### src/design/sbc_isqrt.sv
module sbc_isqrt #(
  parameter int VAL_W  = 34,
  parameter int SIDE_W = 8
) (
  input  logic                       clk,
  input  logic                       rst_n,
  input  logic                       in_valid,
  input  logic [VAL_W-1:0]           in_value,
  input  logic [SIDE_W-1:0]          in_side,
  output logic                       out_valid,
  output logic [(VAL_W+1)/2-1:0]     out_root,
  output logic [SIDE_W-1:0]          out_side
);

  localparam int ROOT_W = (VAL_W + 1) / 2;

  logic              valid_r [ROOT_W];
  logic [VAL_W-1:0]  x_r     [ROOT_W];
  logic [ROOT_W-1:0] q_r     [ROOT_W];
  logic [SIDE_W-1:0] side_r  [ROOT_W];

  // One root bit per stage, most significant first; x holds value minus root squared.
  for (genvar j = 0; j < ROOT_W; j++) begin : g_stage
    localparam int I = ROOT_W - 1 - j;
    logic              v_in;
    logic [VAL_W-1:0]  x_in;
    logic [VAL_W-1:0]  t;
    logic [ROOT_W-1:0] q_in;
    logic [SIDE_W-1:0] s_in;

    if (j == 0) begin : g_first
      assign v_in = in_valid;
      assign x_in = in_value;
      assign q_in = '0;
      assign s_in = in_side;
    end else begin : g_next
      assign v_in = valid_r[j-1];
      assign x_in = x_r[j-1];
      assign q_in = q_r[j-1];
      assign s_in = side_r[j-1];
    end

    assign t = (VAL_W'(q_in) << (I + 1)) | (VAL_W'(1) << (2 * I));

    always_ff @(posedge clk) begin
      if (!rst_n) begin
        valid_r[j] <= 1'b0;
      end else begin
        valid_r[j] <= v_in;
      end
    end

    always_ff @(posedge clk) begin
      side_r[j] <= s_in;
      if (x_in >= t) begin
        x_r[j] <= x_in - t;
        q_r[j] <= q_in | (ROOT_W'(1) << I);
      end else begin
        x_r[j] <= x_in;
        q_r[j] <= q_in;
      end
    end
  end

  assign out_valid = valid_r[ROOT_W-1];
  assign out_root  = q_r[ROOT_W-1];
  assign out_side  = side_r[ROOT_W-1];

endmodule

### config.mk
export PLATFORM = sky130hd
export DESIGN_NAME = sbc_isqrt
export DESIGN_NICKNAME = d
export VERILOG_FILES = /design/src/design/sbc_isqrt.sv
export SDC_FILE = /design/constraint.sdc
export NUM_CORES = 1
export LEC_CHECK = 0
export BUFFER_PORTS_ARGS = -buffer_cell sky130_fd_sc_hd__buf_2
export CAP_MARGIN = 20
export CORE_ASPECT_RATIO = 0.75
export CORE_UTILIZATION = 50
export CTS_BUF_LIST = sky130_fd_sc_hd__clkbuf_4 sky130_fd_sc_hd__clkbuf_8 sky130_fd_sc_hd__clkbuf_16
export DETAILED_ROUTE_END_ITERATION = 8
export PLACE_DENSITY = 0.74
export SYNTH_ARGS = -nofsm -noshare
export SYNTH_HDL_FRONTEND = slang
export SYNTH_SLANG_ARGS = --single-unit
### constraint.sdc
create_clock -name clk -period 3.54 [get_ports clk]
set_input_delay 0.354 -clock clk [delete_from_list [all_inputs] [get_ports clk]]
set_output_delay 0.354 -clock clk [all_outputs]
set_load 0.05 [all_outputs]
== After elaboration in Yosys (flattened, before gate mapping) ==
Memory sizes are Yosys's and may differ from the RTL's.
Cells that the tools add are included.

* Bits in registers: 0
* Output and inout port bits: 26
* Word-level logic and storage cells: 193
* Memories: 4
* RAM bits: 1,020
* Input bits: 45

* Bitwise logic cells: 51
* $add $sub $neg: 17
* Muxes and demuxes: 104
* Order comparisons: 17

{| class="wikitable"
|+ Memories
! memory !! words !! width !! read ports !! clocked after Yosys merged registers in !! write ports !! RTL line !! text
|-
| x_r || 17 || 34 || 16 || 0 || 17 || 18 || <nowiki>logic [VAL_W-1:0] x_r [ROOT_W];</nowiki>
|-
| q_r || 17 || 17 || 17 || 0 || 17 || 19 || <nowiki>logic [ROOT_W-1:0] q_r [ROOT_W];</nowiki>
|-
| side_r || 17 || 8 || 17 || 0 || 17 || 20 || <nowiki>logic [SIDE_W-1:0] side_r [ROOT_W];</nowiki>
|-
| valid_r || 17 || 1 || 17 || 0 || 17 || 17 || <nowiki>logic valid_r [ROOT_W];</nowiki>
|}

{| class="wikitable"
|+ Operators with widths
! kind !! count
|-
| $mux W34 || 17
|-
| $mux W17 || 17
|-
| $mux W1 || 70
|-
| $or A1 B1 Y1 || 51
|-
| $ge A34 B18 Y1 || 1
|-
| $ge A34 B19 Y1 || 1
|-
| $ge A34 B20 Y1 || 1
|-
| $ge A34 B21 Y1 || 1
|-
| $ge A34 B22 Y1 || 1
|-
| $ge A34 B23 Y1 || 1
|-
| $ge A34 B24 Y1 || 1
|-
| $ge A34 B25 Y1 || 1
|-
| $ge A34 B26 Y1 || 1
|-
| $ge A34 B27 Y1 || 1
|-
| $ge A34 B28 Y1 || 1
|-
| $ge A34 B29 Y1 || 1
|-
| $ge A34 B30 Y1 || 1
|-
| $ge A34 B31 Y1 || 1
|-
| $ge A34 B32 Y1 || 1
|-
| $ge A34 B33 Y1 || 1
|-
| $ge A34 B33 Y1 const B || 1
|-
| $sub A34 B18 Y34 || 1
|-
| $sub A34 B19 Y34 || 1
|-
| $sub A34 B20 Y34 || 1
|-
| 14 further kinds || 14
|}

== Logic depth before layout (Yosys ltp) ==
An unclocked memory read counts as a cell.

* Depth in word-level cells: 5
* Depth in mapped cells: 12
* Gate-level depth less buffers: 10

== Worst setup path before layout ==
Ideal clock, no wire load.

* Path type: register to register
* Start point: mem x_r[8][28]
* End point: mem x_r[9][17]
* Setup time: 123 ps
* Data arrival time: 2,464 ps
* Period minus slack after synthesis: 2,587 ps
* Required time: 3,417 ps
* Buffers on the path: 1
* Path slack: 953 ps
* Cell stages (with the launch flop): 8
* Cells stage by stage: dfxtp_1 -> or3_4 -> or3_1 -> or3_1 -> or3_4 -> nor3_4 -> buf_6 -> mux2_1

{| class="wikitable"
|+ RTL lines
! item !! RTL line
|-
| from (decl) || 18
|}

==> metrics.yaml <==
yosys.cell_types.count: 76
die_w_um: 281
ctsResizeCount: 0
synth_edf_count: 0
dpl.hpwl_um: 42600
grt_max_degree: 26
area_growth_pct: 14.9
slowest_delay_ns: 0.64
path_class: "flip-flop to flip-flop"
instances_no_fill: 3716
cp-end-kind: "flip-flop"
nets: 3089
post-route-min-period_ns: 3.20
initialDrtViolationCount: 1558
htree_num_levels: 3
ys_seq_area_frac: 0.584
skew_ns: 0.0280
die_h_um: 211
cts_root_buf: "clkbuf_16"
critPathArrivalTime_ns: 3.73
required_ns: 4.07
power.leakage_nw: 14.9
ios: 71
grtUsageTotal: 0.199
synth_area_leaders: "dfxtp_1, ha_1, xnor2_1, xor2_1, inv_1"
routed_wl_um: 58100
rows: 76
rr_worst_depth: 10
antenna_found_initial: 0
post_drt_wl_per_cell_um: 15.6
crit_family: "simple AND/OR/NAND/NOR gates"
cap_violations: 0
first_global_vias: 19338
yosys.area.top_type: "dfxtp_1"
drc: 0
hold_depth: 2
syn_inst: 2711
worstPathMaxFanout: 16
firstDrtPassIters: 5
globalRouteOverflowTotal: 0
rsz0062_at_grt: "no"
vias: 19408
p_per_area_nw_per_um2: 865
yosys.area.top_type_share: 0.584
post-place-ws_ns: 0.440
viasPerCell: 5.22
die-area_um2: 59200
cts_tree: "yes"
timing.final.ws_setup_ns: 0.339
finalSetupViolations: 0
initial_core_util: 0.506
drive_above_1_share: 0.0974
cpMostUsedCell: "nor4_1"
cp.depth: 10
crit_path_cell_trace: "inv_1, ha_1, nor2b_1, nand2_1, nor4_1, a21oi_1, o21a_1, buf_4, nor4_1, xor2_1"
port-buffer-count: 70
crit_buf_inv: 2
drv_slew: 0
drtAntennaViolNets: 0
start_kind: "flip-flop"
clk_pin_slew_ns: 0.06
yosys_register_bits: 850
slowest_stage: "nor4_1"
gp_congestion: 0.954
synth_area_per_cell_um2: 10.7
period_share: 0.904
clk-insertion-delay-late_ns: 0.63
core_area_um2: 57500
synth_fp_nets: 2922
grt_pass1_wl_um: 95500
relSlewSlack: 0.387
cts_buffer_depth: 3
setup_tns_ns: 0
post_cts_buffers: 0
synthArstFlopShare: 0
fmax_mhz: 312
worst_pin_slew_ns: 0.911
status: "complete, no violations"
numCtsBuffers: 77
fill_cells: 4623
ys.warnings.count: 0
synth_area_um2: 29100
dp.cells: 3535
irDropWorstVdd_v: 0.000541
synthFlopType: "dfxtp_1"
hold_class: "input pin to flip-flop"
antenna_cells: 0
clock-sinks: 850
hold_violations: 0
path summary, 6_finish.rpt:
kind	startpoint	to	slack [ns]
worst max-delay path	q_r[14][16]$_DFF_P_	x_r[15][31]$_DFF_P_	0.34
worst min-delay path	rst_n	valid_r[16]$_DFF_P_	0.09
worst min register to register	side_r[0][94]$_DFF_P_	side_r[0][102]$_DFF_P_	0.32
worst max register to register	q_r[14][16]$_DFF_P_	x_r[15][31]$_DFF_P_	0.34
cell usage after synthesis (all sizes together), types with 7 or more instances:
master,n
dfxtp,850
inv,204
nor2,167
ha,166
nand2,145
o21ai,130
a21oi,121
xnor2,119
xor2,103
nor4,94
nor3,75
o21a,39
nand4,38
nand3,36
nand2b,35
a21o,31
mux2,31
and2,28
clkbuf,26
or3,23
nor2b,18
o31ai,17
a211oi,16
buf,16
nor4b,16
or2,16
or4,15
nand4b,13
o21bai,9
a221oi,8
mux2i,8
a31oi,7
and3,7
nand3b,7
sequential cells by signal, indices dropped and copies added (netlist names):
signal / cells
side_r: 136
x_r: 544
valid_r: 17
q_r: 153
cells by family (layout without fill, tap and decap cells):
logic type                 after synthesis  count (layout)  synth area share
AOI/OAI and AO/OA                      436             436            0.0934
xor gates and xnor gates               222             222            0.0667
adders and majority gates              166             166            0.0713
buffers and inverters                  246             471            0.0327
DFF                                    850             850             0.584
muxes                                   39              39            0.0147
and+or+nand+nor                        752             752             0.137
cell type report:
type,instances,area (um2),area share
clock buffer,108,2260,0.0675
clock inverter,29,389,0.0116
inverter,204,766,0.0229
multi-input combinational,1615,11200,0.333
sequential,850,17000,0.508
tap,780,976,0.0292
timing repair buffer,130,911,0.0272
stage by stage:
stage / hold slack (ns) / instance area (um2) / util / power, W
global placement: 0.310 / 30400 / 0.528 / 0.0203
global route: 0.0813 / 33500 / 0.582 / 0.0306
finish: 0.0914 / 33500 / 0.582 / 0.0290
CTS: 0.0611 / 33500 / 0.582 / 0.0290
detailed placement: 0.312 / 30400 / 0.528 / 0.0205
floorplan: 0.310 / 29100 / - / 0.0186
power breakdown:
| part | total [W] | switching, W | internal, W | leakage (nW) |
|---|---|---|---|---|
| combinational | 0.00743 | 0.00407 | 0.00337 | 6.51 |
| clock | 0.00841 | 0.00358 | 0.00483 | 1.30 |
| sequential | 0.0131 | 0.00152 | 0.0116 | 7.13 |
cells in the final DEF, fill, tap and decap left out, drive strengths merged, types with 9 or more instances in the layout:
cell,n
mux2,31
dfxtp,850
a211oi,16
xnor2,119
nor4,94
nand2,145
or4,15
xor2,103
ha,166
dlygate4sd3,44
o31ai,17
nor2,167
nor3,75
or2,16
inv,210
or3,23
nand4,38
nand3,36
a21oi,121
nand2b,35
o21a,39
o21bai,9
nor4b,16
buf,86
nand4b,13
clkbuf,108
and2,28
o21ai,130
a21o,31
clkinv,14
nor2b,18
per-layer routing:
layer,vias up,track usage,wire [um]
met1,8968,0.264,27100
met5,-,0,0
met2,623,0.325,26100
met3,137,0.0357,3130
met4,0,0.0724,1770
li1,9680,-,-
what timing repair did:
action                                 4_1_cts  5_1_grt
setup endpoints to repair                    0        0
hold buffers                                44        0
endpoints found under the hold margin       44        0
Power figures use the tool's default switching activity.
